$ cat src/bdgt_pkg.sv
// Box distance grid table: shared widths, limits, codes and unit request types.
// No dependencies; imported by the interfaces and every module of the block.
`default_nettype none
package bdgt_pkg;

  localparam int MAX_COLUMNS      = 64;
  localparam int MAX_ROWS         = 64;
  localparam int SAMPLES_PER_CELL = 10;
  localparam int STORE_DEPTH      = MAX_COLUMNS * MAX_ROWS;
  localparam int ADDR_W           = $clog2(STORE_DEPTH);
  localparam int IDX_W            = $clog2(MAX_COLUMNS);

  localparam int CELL_W = 16;   // cell_size register
  localparam int BOX_W  = 20;   // box and margin registers
  localparam int S_W    = 17;   // cell size in half units
  localparam int EXT_W  = 22;   // half extent plus margin in half units
  localparam int DVD_W  = 26;   // divider dividend and quotient
  localparam int Q_W    = 24;   // query coordinates
  localparam int CTR_W  = 24;   // grid centre in half units
  localparam int CNT_W  = 7;    // reported column and row counts
  localparam int DIST_W = 24;   // stored distance
  localparam int MAG_W  = 22;   // per-axis worst distance
  localparam int SQ_W   = 44;   // square root operand
  localparam int ROOT_W = SQ_W / 2;

  localparam logic [1:0] STATUS_OK        = 2'd0;
  localparam logic [1:0] STATUS_NOT_BUILT = 2'd1;
  localparam logic [1:0] STATUS_OOB       = 2'd2;
  localparam logic [1:0] STATUS_TOO_LARGE = 2'd3;

  localparam logic OP_BUILD  = 1'b0;
  localparam logic OP_LOOKUP = 1'b1;

  localparam logic [1:0] REG_CELL_SIZE  = 2'd0;
  localparam logic [1:0] REG_BOX_WIDTH  = 2'd1;
  localparam logic [1:0] REG_BOX_HEIGHT = 2'd2;
  localparam logic [1:0] REG_MARGIN     = 2'd3;

  typedef struct packed {
    logic             start;
    logic [DVD_W-1:0] dividend;
    logic [S_W-1:0]   divisor;
  } div_req_t;

  typedef struct packed {
    logic             done;
    logic [DVD_W-1:0] quotient;
    logic [S_W-1:0]   remainder;
  } div_rsp_t;

  typedef struct packed {
    logic            start;
    logic [SQ_W-1:0] operand;
  } sqrt_req_t;

  typedef struct packed {
    logic              done;
    logic [ROOT_W-1:0] root;
  } sqrt_rsp_t;

endpackage
`default_nettype wire

$ cat src/bdgt_div.sv
// Restoring divider, one quotient bit per cycle.
// Depends on bdgt_pkg.
`default_nettype none
module bdgt_div
  import bdgt_pkg::*;
(
  input  wire logic     clk,
  input  wire logic     rst,
  input  wire div_req_t req,
  output div_rsp_t      rsp
);
  localparam int CW = $clog2(DVD_W + 1);

  logic             busy;
  logic [CW-1:0]    cnt;
  logic [DVD_W-1:0] quo;
  logic [S_W-1:0]   rem;
  logic [S_W-1:0]   den;
  logic             done;
  logic [S_W:0]     trial;

  assign trial = {rem, quo[DVD_W-1]};

  always_ff @(posedge clk) begin
    if (rst) begin
      busy <= 1'b0;
      done <= 1'b0;
      cnt  <= '0;
    end else begin
      done <= 1'b0;
      if (req.start) begin
        busy <= 1'b1;
        cnt  <= '0;
        quo  <= req.dividend;
        den  <= req.divisor;
        rem  <= '0;
      end else if (busy) begin
        if (trial >= {1'b0, den}) begin
          rem <= S_W'(trial - {1'b0, den});
          quo <= {quo[DVD_W-2:0], 1'b1};
        end else begin
          rem <= trial[S_W-1:0];
          quo <= {quo[DVD_W-2:0], 1'b0};
        end
        cnt <= cnt + 1'b1;
        if (cnt == CW'(DVD_W - 1)) begin
          busy <= 1'b0;
          done <= 1'b1;
        end
      end
    end
  end

  assign rsp.done      = done;
  assign rsp.quotient  = quo;
  assign rsp.remainder = rem;
endmodule
`default_nettype wire

$ cat config.mk
export PLATFORM = sky130hd
export DESIGN_NAME = bdgt_div
export DESIGN_NICKNAME = d
export VERILOG_FILES = /design/src/bdgt_pkg.sv /design/src/bdgt_div.sv
export SDC_FILE = /design/constraint.sdc
export NUM_CORES = 1
export LEC_CHECK = 0
export BUFFER_PORTS_ARGS = -buffer_cell sky130_fd_sc_hd__buf_4
export CAP_MARGIN = 20
export CORE_MARGIN = 8
export CORE_UTILIZATION = 51
export DETAILED_ROUTE_END_ITERATION = 7
export GPL_ROUTABILITY_DRIVEN = 0
export GPL_TIMING_DRIVEN = 0
export PLACE_DENSITY = 0.83
export SYNTH_ARGS = -nofsm -noshare
export SYNTH_HDL_FRONTEND = slang
export SYNTH_SLANG_ARGS = --single-unit
$ cat constraint.sdc
create_clock -name clk -period 3.72 [get_ports clk]
set_input_delay 0 -clock clk [delete_from_list [all_inputs] [get_ports clk]]
set_output_delay 0 -clock clk [all_outputs]
set_load 0.01 [all_outputs]
## After elaboration in Yosys (flattened, before gate mapping)

Index checks and enable logic that the tools add are counted.

- Register bits after elaboration: 67
- Bits of input ports: 46
- Output and inout port bits: 44
- Word-level logic and storage cells: 26

- Add/subtract/negate cells: 2
- Magnitude comparators: 1
- Equal/unequal tests: 1
- Mux-type cells: 9
- Bitwise logic cells: 2
- Reduce and logical (&&, ||, !) cells: 5

Operator list:

| operator | count |
|---|---|
| two-way mux 26 bit | 2 |
| two-way mux 17 bit | 2 |
| greater-or-equal comparator 18 x 17 -> 1 bit | 1 |
| subtractor 17 bit | 1 |
| adder 5 x 1 -> 5 bit (second input constant) | 1 |
| == test 5 bit (second input constant) | 1 |
| two-way mux 1 bit | 5 |
| AND reduction 2 bit | 2 |
| OR reduction 3 bit | 1 |
| inverter 1 bit | 2 |
| nonzero test 2 bit | 1 |
| OR reduction 2 bit | 1 |

## Longest topological paths before layout

- Depth in word-level cells: 4
- Mapped depth: 11
- Mapped depth without buffers: 10

## Least setup slack after synthesis

No wires, ideal clock.

- Path type: input to register
- Start point: in req[43] (netlist name)
- End point: reg quo[0] (enable)
- Library setup time: 0.443 ns
- Arrival: 2.560 ns
- Required time: 3.277 ns
- Setup slack: 0.716 ns
- Stages: 4
- Buffers on the path: 2
- Path through: clkbuf_1 buf_1 nor2_1 nor2_1

- Cells in the longest elaborated chain, start to end: 2

RTL lines:

| element | RTL line | RTL |
|---|---|---|
| start: declaration | bdgt_div.sv:9 | `input wire div_req_t req,` |
| nonzero test 2 bit (no line) | -- |  |
| AND reduction 2 bit (no line) | -- |  |
| end signal: assignment | bdgt_div.sv:34 | `quo <= req.dividend;` |
| end signal: assignment | bdgt_div.sv:40 | `quo <= {quo[DVD_W-2:0], 1'b1};` |
| end signal: assignment | bdgt_div.sv:43 | `quo <= {quo[DVD_W-2:0], 1'b0};` |
| end: declaration | bdgt_div.sv:16 | `logic [DVD_W-1:0] quo;` |

Every way passes these cells.
A chain may end at the register's enable or synchronous reset.

## Worst setup path after layout

- Start point: reg quo[25]
- End point: reg quo[0] (data pin)

- Cells in the longest elaborated chain, start to end: 4

RTL lines:

| element | RTL line | RTL |
|---|---|---|
| greater-or-equal comparator 18 x 17 -> 1 bit | bdgt_div.sv:38 | `if (trial >= {1'b0, den}) begin` |
| two-way mux 1 bit | bdgt_div.sv:38 |  |
| two-way mux 26 bit | bdgt_div.sv:37 | `end else if (busy) begin` |
| two-way mux 26 bit | bdgt_div.sv:31 | `if (req.start) begin` |

Every way passes these cells. The select of a mux whose other input is x is not followed.

==> results.yml <==
timing:
  worst_slack_ns: 0.9851
  setup_viol: 0
  worstMarginPinSlew_ns: 0.7308
  slew_viol_final: 0
  min_period_ns: 2.735
  fin_skew_ns: 0.009344
  max_freq_ghz: 0.3656
  grt_setup_unrepaired: "no"
  setup_tns_ns: 0
  period_share_pct: 73.52
  hold_viol_final: 0
  max_slew_margin_pct: 51.28
floorplan:
  coreArea_um2: 7098
  io_pins: 90
  fp.dieH_um: 100.7
  die_w_um: 100.7
  rows: 31
  initial_core_util_pct: 51.60
  die_area_um2: 10150
final_layout:
  syn2layout_area_growth_pct: 40.28
  finish.instance_area_um2: 5137
  most-common-layout-cells: "buf_4 (90), edfxtp_1 (60), dlygate4sd3_1 (44)"
  n_antenna_cell: 0
  num-fill-cells: 489
  layout-drive-gt1-share_pct: 32.61
  layout.cells.non_filler: 559
  fin_nets: 521
  layout_commonest_cell: "buf_4"
setup_path:
  crit_required_ns: 3.81
  critPathKind: "reg -> reg"
  r2r-end: "quo[0]$_DFFE_PP_"
  crit_path_end_kind: "flop"
  startpoint: "quo[25]$_DFFE_PP_"
  slowest_stage: "fa_1"
  critPathLaunchType: "flop"
  cp_max_fo: 10
  reg2reg_depth: 10
  cpMostUsedCell: "inv_1"
  arrival_ns: 2.82
  endpoint: "quo[0]$_DFFE_PP_"
  reg2reg_from: "quo[25]$_DFFE_PP_"
  cp_slowest_stage_delay_ns: 0.44
  r2r_slack_ns: 0.99
  path_cells: "inv_1, ha_1, inv_1, fa_1, a21oi_1, o22ai_1, o211ai_2, nand2_4, buf_6, mux2_4"
cts:
  clkSinkCount: 67
  tritoncts: "built"
  htree_levels: 3
  cts_resized: 0
  clk_latency_ns: 0.33
  numCtsBuffers: 9
  root_buffer: "clkbuf_8"
  cts.clk_slew.worst_paths_ns: 0.07
  holdBufCountCts: 44
  cts_max_path_buffers: 2
  postCtsSetupBuffers: 0
synthesis:
  syn_inst: 310
  synth_area_um2: 3662
  synth.distinct_cells: 49
  ys_seq_area_share_pct: 53.02
  postSynthAreaPerCell_um2: 11.81
  synth_edf_count: 60
  yosysWarnings: 0
  ys.flop_type: "edfxtp_1"
  async_flop_share_pct: 0
  ys_seq_elements: 67
  syn_nets: 376
placed_design:
  dp.final_hpwl_um: 6633
  dp_slack_ns: 1.007
  dp_cells: 499
  port_buffers: 88
  placed_area_um2: 4488
run_status:
  status: "complete, no violations"
pwr:
  leakagePower_uw: 0.002147
  powerDensity_nw_per_um2: 422.2
  peakVddDrop_uv: 234.7
detailed_routing:
  drcViolationCount: 0
  vias_per_cell: 5.453
  drt_iter0_markers: 148
  via_count: 3048
  post_drt_wl_per_cell_um: 17.45
  first_pass_iters: 5
  drt-total-wl_um: 9757
  ant_nets: 0
hold_path:
  holdCritPathClass: "in -> reg"
grt:
  grt_pass1_vias: 3294
  grt_max_degree: 31
  antenna_found_initial: 0
  track_usage_pct: 20.09
  grt_pass1_wl_um: 15960
  overflow: 0
job:
  cap_viol_max_count: 0
## how the worst min path moves through the flow
stage	slack, ns	to	start	depth (start not counted)
after floorplan	0.07	busy$_SDFF_PP0_	rst	1
after global placement	0.18	den[14]$_DFFE_PP_	req[14]	1
after detailed placement	0.18	den[14]$_DFFE_PP_	req[14]	1
after CTS	0.26	quo[1]$_DFFE_PP_	req[43]	2
after global routing	0.27	quo[1]$_DFFE_PP_	req[43]	2
final	0.27	quo[1]$_DFFE_PP_	req[43]	2
## metrics by stage
step | total power (uW) | util, % | hold slack [ns]
2_1_floorplan | 1296 | - | 0.07276
3_3_place_gp | 1457 | 62.65 | 0.1782
3_5_place_dp | 1477 | 63.23 | 0.1793
4_1_cts | 2172 | 72.38 | 0.2618
5_1_grt | 2272 | 72.38 | 0.2684
6_report | 2169 | 72.38 | 0.2694
## cell usage after synthesis (2+ instances only)
cell type / number / area, um2
o221a_2: 2 / 22.52
xnor2_1: 11 / 96.34
mux2i_1: 4 / 40.04
nor3_1: 3 / 15.01
nor2_1: 25 / 93.84
and3_1: 2 / 12.51
dfxtp_1: 7 / 140.1
a211oi_1: 3 / 22.52
xor2_1: 4 / 35.03
o21a_1: 5 / 37.54
nand3_1: 13 / 65.06
o31ai_1: 2 / 15.01
buf_4: 2 / 15.01
o21ai_0: 7 / 35.03
nand2_1: 22 / 82.58
edfxtp_1: 60 / 1802
o21bai_1: 2 / 15.01
inv_1: 24 / 90.09
buf_1: 3 / 11.26
o22ai_1: 3 / 18.77
nand4_1: 3 / 18.77
a211oi_2: 6 / 75.07
a21o_1: 3 / 22.52
mux2_2: 25 / 281.5
clkbuf_1: 3 / 11.26
buf_6: 2 / 22.52
a21oi_1: 23 / 115.1
ha_1: 19 / 237.7
or3_1: 2 / 12.51
## logic make-up (layout without fill, tap and decap cells)
family                     Yosys count  in the layout  share of synthesized area (%)
buffers and inverters               34            184                          4.100
muxes                               30             30                          9.190
DFF                                 67             67                          53.02
adders and majority gates           20             20                          7.038
AOI/OAI and AO/OA                   66             66                          13.19
xor gates and xnor gates            15             15                          3.587
and+or+nand+nor                     78             78                          9.874
## critical path, delay by kind of cell, from the launching register on
family	cells	cell delay, ns
mux	1	0.25
flops	1	0.43
compound gates	3	0.65
simple gates	1	0.20
buf+inv	3	0.35
fa+ha+maj	2	0.60
## layer usage
layer	GRT usage, %	share of wire, %	vias up	wire length (um)
li1	-	-	1438	-
met1	22.44	40	1466	3947
met2	33.06	48	127	4713
met3	7.942	9.4	17	918
met4	8.837	1.8	0	178
met5	0	0	-	0
## report_power, final
group	leakage, uW	total (uW)	switching (uW)	internal [uW]
registers	0.000630	929	36.1	893
logic	0.00141	583	297	286
clock network	0.000103	657	281	376
## cell type report
type	instances	area, um2	area share [%]
tap	99	123.9	2.411
clock buffer	11	131.4	2.557
sequential	67	1942	37.80
multi-input combinational	209	1580	30.76
timing repair buffer	134	1132	22.04
clock inverter	5	77.57	1.510
inverter	24	90.09	1.754
buffer	10	60.06	1.169
## state kept, by name (all words and copies together), names as in the netlist
register,cells
cnt,5
quo,26
busy,1
den,17
done,1
rem,17
Note: power is estimated with default switching activity, not from simulation.
