File: src/bdgt_pkg.sv
// Box distance grid table: shared widths, limits, codes and unit request types.
// No dependencies; imported by the interfaces and every module of the block.
`default_nettype none
package bdgt_pkg;

  localparam int MAX_COLUMNS      = 64;
  localparam int MAX_ROWS         = 64;
  localparam int SAMPLES_PER_CELL = 10;
  localparam int STORE_DEPTH      = MAX_COLUMNS * MAX_ROWS;
  localparam int ADDR_W           = $clog2(STORE_DEPTH);
  localparam int IDX_W            = $clog2(MAX_COLUMNS);

  localparam int CELL_W = 16;   // cell_size register
  localparam int BOX_W  = 20;   // box and margin registers
  localparam int S_W    = 17;   // cell size in half units
  localparam int EXT_W  = 22;   // half extent plus margin in half units
  localparam int DVD_W  = 26;   // divider dividend and quotient
  localparam int Q_W    = 24;   // query coordinates
  localparam int CTR_W  = 24;   // grid centre in half units
  localparam int CNT_W  = 7;    // reported column and row counts
  localparam int DIST_W = 24;   // stored distance
  localparam int MAG_W  = 22;   // per-axis worst distance
  localparam int SQ_W   = 44;   // square root operand
  localparam int ROOT_W = SQ_W / 2;

  localparam logic [1:0] STATUS_OK        = 2'd0;
  localparam logic [1:0] STATUS_NOT_BUILT = 2'd1;
  localparam logic [1:0] STATUS_OOB       = 2'd2;
  localparam logic [1:0] STATUS_TOO_LARGE = 2'd3;

  localparam logic OP_BUILD  = 1'b0;
  localparam logic OP_LOOKUP = 1'b1;

  localparam logic [1:0] REG_CELL_SIZE  = 2'd0;
  localparam logic [1:0] REG_BOX_WIDTH  = 2'd1;
  localparam logic [1:0] REG_BOX_HEIGHT = 2'd2;
  localparam logic [1:0] REG_MARGIN     = 2'd3;

  typedef struct packed {
    logic             start;
    logic [DVD_W-1:0] dividend;
    logic [S_W-1:0]   divisor;
  } div_req_t;

  typedef struct packed {
    logic             done;
    logic [DVD_W-1:0] quotient;
    logic [S_W-1:0]   remainder;
  } div_rsp_t;

  typedef struct packed {
    logic            start;
    logic [SQ_W-1:0] operand;
  } sqrt_req_t;

  typedef struct packed {
    logic              done;
    logic [ROOT_W-1:0] root;
  } sqrt_rsp_t;

endpackage
`default_nettype wire

File: src/bdgt_sqrt.sv
// Digit-by-digit integer square root, one root bit per cycle (floor result).
// Depends on bdgt_pkg.
`default_nettype none
module bdgt_sqrt
  import bdgt_pkg::*;
(
  input  wire logic      clk,
  input  wire logic      rst,
  input  wire sqrt_req_t req,
  output sqrt_rsp_t      rsp
);
  localparam int CW  = $clog2(ROOT_W + 1);
  localparam int RMW = ROOT_W + 4;

  logic              busy;
  logic              done;
  logic [CW-1:0]     cnt;
  logic [SQ_W-1:0]   op;
  logic [RMW-1:0]    rem;
  logic [ROOT_W-1:0] root;
  logic [RMW-1:0]    rem_sh;
  logic [RMW-1:0]    trial;

  assign rem_sh = {rem[RMW-3:0], op[SQ_W-1 -: 2]};
  assign trial  = RMW'({root, 2'b01});

  always_ff @(posedge clk) begin
    if (rst) begin
      busy <= 1'b0;
      done <= 1'b0;
      cnt  <= '0;
    end else begin
      done <= 1'b0;
      if (req.start) begin
        busy <= 1'b1;
        cnt  <= '0;
        op   <= req.operand;
        rem  <= '0;
        root <= '0;
      end else if (busy) begin
        if (rem_sh >= trial) begin
          rem  <= rem_sh - trial;
          root <= {root[ROOT_W-2:0], 1'b1};
        end else begin
          rem  <= rem_sh;
          root <= {root[ROOT_W-2:0], 1'b0};
        end
        op  <= {op[SQ_W-3:0], 2'b00};
        cnt <= cnt + 1'b1;
        if (cnt == CW'(ROOT_W - 1)) begin
          busy <= 1'b0;
          done <= 1'b1;
        end
      end
    end
  end

  assign rsp.done = done;
  assign rsp.root = root;
endmodule
`default_nettype wire

File: config.mk
export PLATFORM = sky130hd
export DESIGN_NAME = bdgt_sqrt
export DESIGN_NICKNAME = d
export VERILOG_FILES = /design/src/bdgt_pkg.sv /design/src/bdgt_sqrt.sv
export SDC_FILE = /design/constraint.sdc
export NUM_CORES = 1
export LEC_CHECK = 0
export BUFFER_PORTS_ARGS = -buffer_cell sky130_fd_sc_hd__buf_2
export CAP_MARGIN = 20
export CORE_AREA = 2 2 121 123
export DETAILED_ROUTE_END_ITERATION = 7
export DIE_AREA = 0 0 123 125
export HOLD_SLACK_MARGIN = 0.15
export PLACE_DENSITY = 0.58
export SYNTH_ARGS = -nofsm -noshare
export SYNTH_HDL_FRONTEND = slang
export SYNTH_SLANG_ARGS = --single-unit
File: constraint.sdc
create_clock -name clk -period 17.35 [get_ports clk]
set_input_delay 4.3375 -clock clk [delete_from_list [all_inputs] [get_ports clk]]
set_output_delay 4.3375 -clock clk [all_outputs]
set_load 0.02 [all_outputs]
Yosys cells after proc, flatten, opt, wreduce, memory -nomap -nowiden
Index checks and enable logic that the tools add are counted. W data, S select, Z words.

Bits in registers: 97. Bits in latches: 0. RAM bits: 0. Bits in read-only memories: 0. Bits of input ports: 47. Logic and storage cells: 26. Memories kept: 0.

$add $sub $neg: 2. Multiply operators: 0. Divide/modulo/power cells: 0. Magnitude comparators: 1. Eq/ne operators: 1. Shift operators: 0. Muxes and demuxes: 10. Bitwise logic cells: 2. Reductions and logical operators: 4.

Operators by type and width (count): $mux W44 (2); $mux W24 (2); $ge A26 B24 Y1 (1); $sub A24 B24 Y24 (1); $mux W22 (1); $add A5 B1 Y5 const B (1); $eq A5 B5 Y1 const B (1); $mux W1 (5); $reduce_or A3 Y1 (1); $not A1 Y1 (2); $reduce_and A2 Y1 (1); $reduce_bool A2 Y1 (1); $reduce_or A2 Y1 (1).

Depth between registers and ports, before layout
Gate-level depths: netlist of the first run.

Depth in word-level cells: 4. Mapped depth: 12.

Worst setup path after synthesis of the first run
No wires, ideal clock.

Path kind: input port to flip-flop. Start point: input req[44] in the netlist's numbering. End point: register op[0], enable pin. Library setup time: 0.539 ns. Data arrival time: 8.719 ns. Data required time: 16.811 ns. Slack: 8.092 ns. Stages: 4. Path buffers: 2. Cell sequence: clkbuf_1 -> buf_1 -> nor2_1 -> nor2_1.

Cells in the longest elaborated chain, start to end: 2.

RTL lines: start: declaration (RTL line bdgt_sqrt.sv:9) `input wire sqrt_req_t req,`; $reduce_bool A2 Y1 (no source line); $reduce_and A2 Y1 (no source line); end signal: assignment (RTL line bdgt_sqrt.sv:37) `op <= req.operand;`; end signal: assignment (RTL line bdgt_sqrt.sv:48) `op <= {op[SQ_W-3:0], 2'b00};`; end: declaration (RTL line bdgt_sqrt.sv:18) `logic [SQ_W-1:0] op;`.

Every way passes these cells. A chain may end at the register's enable or synchronous reset.

Worst setup path in the final report of the first run
Start point: input req[44] in the netlist's numbering. End point: register op[7], enable pin.

Same word-level chain as after synthesis.

==> results of run 1 <==
[power by group through the flow]
stage	Sequential (uW)	Combinational, uW	Clock [uW]
2_1_floorplan	295	106	0
3_5_place_dp	292	141	0
4_1_cts	287	141	206
6_report	287	141	198
3_3_place_gp	292	138	0
5_1_grt	289	159	213
[area by class of cell]
type	count	area, um^2	area share
flip-flops and latches	97	2840	0.460
multi-input cells	325	2300	0.373
repair buffers	72	368	0.0595
clock buffers	10	239	0.0387
well taps	184	230	0.0372
inverters	36	135	0.0219
clock inverters	6	60.1	0.00972
diodes	1	2.50	0.000405
[cells by family after synthesis]
family / Yosys count / synth area share
AOI/OAI and AO/OA: 97 / 0.123
xor gates and xnor gates: 15 / 0.0244
adders and majority gates: 26 / 0.0605
buffers and inverters: 54 / 0.0451
DFF: 97 / 0.528
muxes: 43 / 0.0897
and+or+nand+nor: 144 / 0.130
[cells in the mapped netlist (6+ instances only)]
master    number
a21o_1         6
nor3_1         7
buf_1          7
nor2_1        49
nand2_1       40
xnor2_1       11
nand3_1        7
dfxtp_1        7
mux2_2        42
ha_1          26
a21oi_1       36
edfxtp_1      90
inv_1         36
o21ai_0       14
[through the flow]
| step | hold slack, ns | area [um^2] | power [uW] | util |
|---|---|---|---|---|
| detailed placement | 0.477 | 5880 | 433 | 0.414 |
| finish | 0.498 | 6180 | 626 | 0.435 |
| global placement | 0.478 | 5880 | 430 | 0.414 |
| CTS | 0.495 | 6180 | 634 | 0.435 |
| floorplan | 0.456 | 5380 | 401 | - |
| global route | 0.528 | 6180 | 661 | 0.435 |
[registers in the layout (all words and copies together), names as in the netlist]
signal and cells:
busy 1, rem 24, root 22, cnt 5, done 1, op 44
[path summary, 6_finish.rpt]
| kind | from | end | slack (ns) | depth (start not counted) |
|---|---|---|---|---|
| setup / recovery | req[44] | op[7] | 10.68 | 4 |
| hold / removal | cnt[4] | done | 0.50 | 2 |
| setup reg to reg | rem[21] | rem[21] | 14.09 | 8 |
| hold reg to reg | cnt[4] | done | 0.50 | 2 |
[worst register-to-register path, delay by kind of cell, from the launching register on]
| kind | cells | cell delay, ns |
|---|---|---|
| flip-flops | 1 | 0.42 |
| AND/OR/NAND/NOR | 4 | 0.86 |
| adder cells (fa/ha/maj) | 1 | 0.38 |
| AO/OA/AOI/OAI | 3 | 1.34 |
[routing by layer]
| metal | vias to the layer above | GRT usage |
|---|---|---|
| li1 | 1878 | - |
| met2 | 79 | 0.227 |
| met1 | 1770 | 0.199 |
| met3 | 12 | 0.0474 |
| met4 | 0 | 0.0622 |
| met5 | - | 0 |
==> impl_metrics.py, run 1 <==
metrics = {
    "synth": {
        "syn_nets": 549,
        "yosysSeqAreaShare": 0.528,
        "synth_area_leader_cell": "edfxtp_1",
        "synthCells": 476,
        "synthArstFlopShare": 0,
        "synth_edf_count": 90,
        "netlist.area_leader.share": 0.502,
        "synth_flop_cell": "edfxtp_1",
        "syn_area_per_cell_um2": 11.3,
        "synthTopCellsByArea": "edfxtp_1 50%, mux2_2 8.8%, ha_1 6.0%, nor2_1 3.4%, a21oi_1 3.3%",
        "ys_ff_latch": 97,
        "syn_area_um2": 5380,
        "netlist-cell-type-count": 58,
        "synth_warnings": 0,
    },
    "clock_tree": {
        "clk_pin_slew_ns": 0.07,
        "cts.repair.resized": 0,
        "clk_latency_ns": 0.36,
        "cts-root-buf": "clkbuf_16",
        "cts_buffer_depth": 2,
        "cts_tree": "done",
        "postCtsSetupBuffers": 0,
        "cts_hold_buf": 0,
        "ctsHtreeMaxLevel": 3,
        "clock-sinks": 97,
        "numCtsBuffers": 9,
    },
    "placement": {
        "pre_cts_ws_ns": 10.21,
        "place_congestion": 0.781,
        "dp_cells": 714,
        "dp_hpwl_um": 7620,
        "port_buffers": 69,
    },
    "timing": {
        "finalSetupTns_ns": 0,
        "slew_viol_final": 0,
        "rsz0062_at_grt": "false",
        "finalSetupViolCount": 0,
        "worst_slew_pin_slew_ns": 0.919,
        "max_freq_ghz": 0.150,
        "hold_violations": 0,
        "setup_slack_ns": 10.68,
        "fin_crit_ns": 6.67,
        "fin_crit_sh": 0.385,
        "slew_headroom": 0.386,
        "skew_ns": 0.0118,
    },
    "final_layout": {
        "nets": 614,
        "fillers": 1385,
        "final_cell_mix": "90 x edfxtp_1, 69 x buf_2, 48 x nor2_1",
        "final_common_cell": "edfxtp_1",
        "areaGrowthSynthToFinish_pct": 14.9,
        "drive_gt1_frac": 0.280,
        "final_cells": 731,
    },
    "worst_setup_path": {
        "arrival_ns": 6.66,
        "worstPathRequired_ns": 17.33,
        "crit_path_top_delay_cell": "nor2_4",
        "crit_type": "in2reg",
        "crit_path_max_fanout": 59,
        "worst-path-buf-inv": 2,
        "critPathLaunchType": "input pin",
        "cp-end-kind": "register",
        "crit_family": "buffers and inverters",
        "cp_slowest_stage_delay_ns": 0.74,
        "crit_path_cell_trace": "buf_2, nor2_1, nor2_4, buf_4",
    },
    "pwr": {
        "combPwrFrac": 0.225,
        "peakVddDrop_uv": 67.4,
        "p_sw_uw": 183,
        "p_leak_uw": 0.00245,
        "pwr-share-seq": 0.458,
        "p_per_area_nw_per_um2": 101,
        "clockPowerShare": 0.317,
        "p_int_uw": 442,
        "p_sw_frac": 0.293,
    },
    "global_route": {
        "grt_pass1_vias": 3731,
        "grt_remaining_overflow": 0,
        "grt_max_degree": 60,
        "antenna_found_initial": 0,
        "grt_pass1_wl_um": 18300,
        "grt_util_all_layers": 0.150,
    },
    "route": {
        "wl_met1_um": 4940,
        "ant_nets": 0,
        "drtIter0Drc": 197,
        "routed_wl_um": 10800,
        "wl_met2_um": 4890,
        "drcViolationCount": 0,
        "top_layer_used": "met4",
        "dr_total_vias": 3739,
        "dr_wl_met3_um": 748,
        "wire_per_inst_um": 14.7,
        "first_pass_iters": 4,
        "via_per_inst": 5.11,
    },
    "floorplan": {
        "dieWidth_um": 123,
        "dieArea_um2": 15400,
        "ios": 70,
        "fp.dieH_um": 125,
        "std_cell_rows": 44,
        "start_util": 0.379,
        "core-area_um2": 14200,
    },
    "min_path": {
        "hold_class": "reg2reg",
    },
    "flow_run": {
        "maxCapViolations": 0,
    },
    "run_status": {
        "outcome": "finished clean",
    },
}
Note: power is estimated with default switching activity, not from simulation.
==> inputs of run 2 (changes only) <==
--- a/config.mk
+++ b/config.mk
@@ -11,7 +11,7 @@
 export DETAILED_ROUTE_END_ITERATION = 7
 export DIE_AREA = 0 0 123 125
 export HOLD_SLACK_MARGIN = 0.15
-export PLACE_DENSITY = 0.58
+export PLACE_DENSITY = 0.6
 export SYNTH_ARGS = -nofsm -noshare
 export SYNTH_HDL_FRONTEND = slang
 export SYNTH_SLANG_ARGS = --single-unit
==> constraint.sdc (replaced) <==
create_clock -name clk -period 5.65 [get_ports clk]
set_input_delay 1.4125 -clock clk [delete_from_list [all_inputs] [get_ports clk]]
set_output_delay 1.4125 -clock clk [all_outputs]
set_load 0.02 [all_outputs]
==> impl_metrics.py, run 2 (synthesis gave the netlist of run 1 again) <==
metrics = {
    "timing": {
        "rsz0062_at_grt": "false",
        "slew_viol_final": 0,
        "skew_ns": 0.0114,
        "hold_violations": 0,
        "slew_headroom": 0.451,
        "setup_slack_ns": 2.40,
        "max_freq_ghz": 0.308,
        "fin_crit_ns": 3.25,
        "worst_slew_pin_slew_ns": 0.824,
        "finalSetupTns_ns": 0,
        "fin_crit_sh": 0.575,
        "finalSetupViolCount": 0,
    },
    "final_layout": {
        "top_regs": "op x44, rem x24, root x22",
        "drive_gt1_frac": 0.282,
        "largest_register_ff_count": 44,
        "final_common_cell": "edfxtp_1",
        "nets": 615,
        "fillers": 1362,
        "final_cell_mix": "90 x edfxtp_1, 69 x buf_2, 48 x nor2_1",
        "areaGrowthSynthToFinish_pct": 15.1,
        "fin_area_um2": 6190,
        "largest-register": "op",
    },
    "clock_tree": {
        "cts_tree": "done",
        "clk_pin_slew_ns": 0.08,
        "numCtsBuffers": 9,
        "cts_hold_buf": 0,
        "postCtsSetupBuffers": 0,
        "ctsHtreeMaxLevel": 3,
        "cts-root-buf": "clkbuf_16",
        "clk_latency_ns": 0.36,
        "clock-sinks": 97,
        "cts.repair.resized": 0,
        "cts_buffer_depth": 2,
    },
    "global_route": {
        "antenna_found_initial": 0,
        "grt_util_all_layers": 0.153,
        "grt_pass1_vias": 3798,
        "grt_remaining_overflow": 0,
        "grt_pass1_wl_um": 18500,
        "grt_max_degree": 62,
    },
    "route": {
        "drcViolationCount": 0,
        "dr_total_vias": 3758,
        "first_pass_iters": 4,
        "ant_nets": 0,
        "routed_wl_um": 10900,
        "drtIter0Drc": 266,
        "via_per_inst": 5.13,
        "wire_per_inst_um": 14.9,
    },
    "worst_setup_path": {
        "worstPathRequired_ns": 5.80,
        "crit_type": "reg2reg",
        "critPathLaunchType": "register",
        "arrival_ns": 3.40,
        "crit_path_cell_trace": "ha_1, nand3_1, nor3_1, a31oi_1, and3_1, a21oi_2, nand2_1, o32ai_1",
        "crit_path_top_delay_cell": "a21oi_2",
        "cp-end-kind": "register",
        "crit_path_max_fanout": 15,
        "cp_slowest_stage_delay_ns": 0.54,
    },
    "placement": {
        "port_buffers": 69,
        "dp_hpwl_um": 7610,
        "pre_cts_ws_ns": 2.13,
        "dpl-instance-area_um2": 5880,
        "place_congestion": 0.790,
    },
    "flow_run": {
        "maxCapViolations": 0,
    },
    "floorplan": {
        "ios": 70,
        "dieArea_um2": 15400,
        "fp.dieH_um": 125,
        "start_util": 0.379,
        "std_cell_rows": 44,
        "core-area_um2": 14200,
        "dieWidth_um": 123,
    },
    "pwr": {
        "p_leak_uw": 0.00246,
        "peakVddDrop_uv": 196,
        "p_per_area_nw_per_um2": 312,
    },
    "min_path": {
        "hold_class": "reg2reg",
    },
    "run_status": {
        "outcome": "finished clean",
    },
}
[run 2: cell types whose count changed in the layout (fill, tap and decap cells not counted), sizes merged]
cell,change
buf,+1
clkinvlp,+1
clkbuf,-1
inv,+1
clkinv,-1
[run 2: worst paths after layout]
path | from | end | slack (ns) | depth (start not counted)
hold / removal | cnt[4] | done | 0.51 | 2
setup / recovery | rem[6] | rem[16] | 2.40 | 8
setup reg to reg | rem[6] | rem[16] | 2.40 | 8
hold reg to reg | cnt[4] | done | 0.51 | 2
[run 2: report_power, final]
group	total, uW	internal, uW	switching, uW
clock network	617	314	303
registers	880	857	23.2
logic	433	182	251
total	1930	1350	577
[run 2: area by class of cell]
class	count	area, um^2	area share
antenna	1	2.50	0.000404
clock buffer	9	225	0.0364
clock inverter	7	73.8	0.0119
inverter	36	135	0.0218
multi-input combinational	325	2300	0.372
sequential	97	2840	0.459
tap	184	230	0.0372
timing repair buffer	73	379	0.0612
[run 2: through the flow]
stage | total power, uW | hold slack, ns | util | std cells
6_report | 1930 | 0.505 | 0.436 | 732
3_5_place_dp | 1330 | 0.503 | 0.414 | 714
5_1_grt | 2040 | 0.549 | 0.436 | 731
4_1_cts | 1950 | 0.514 | 0.435 | 730
2_1_floorplan | 1230 | 0.456 | - | 476
3_3_place_gp | 1320 | 0.489 | 0.414 | 714
[run 2: critical path: cells and delay by family (launching register included)]
family	cells	cell delay, ns
fa+ha+maj	1	0.39
flops	1	0.42
simple gates	4	1.03
compound gates	3	1.21
[run 2: per-layer routing]
| layer | track usage | vias up | wire length [um] |
|---|---|---|---|
| li1 | - | 1880 | - |
| met1 | 0.196 | 1788 | 5030 |
| met2 | 0.237 | 77 | 4930 |
| met3 | 0.0566 | 13 | 732 |
| met4 | 0.0561 | 0 | 191 |
| met5 | 0 | - | 0 |
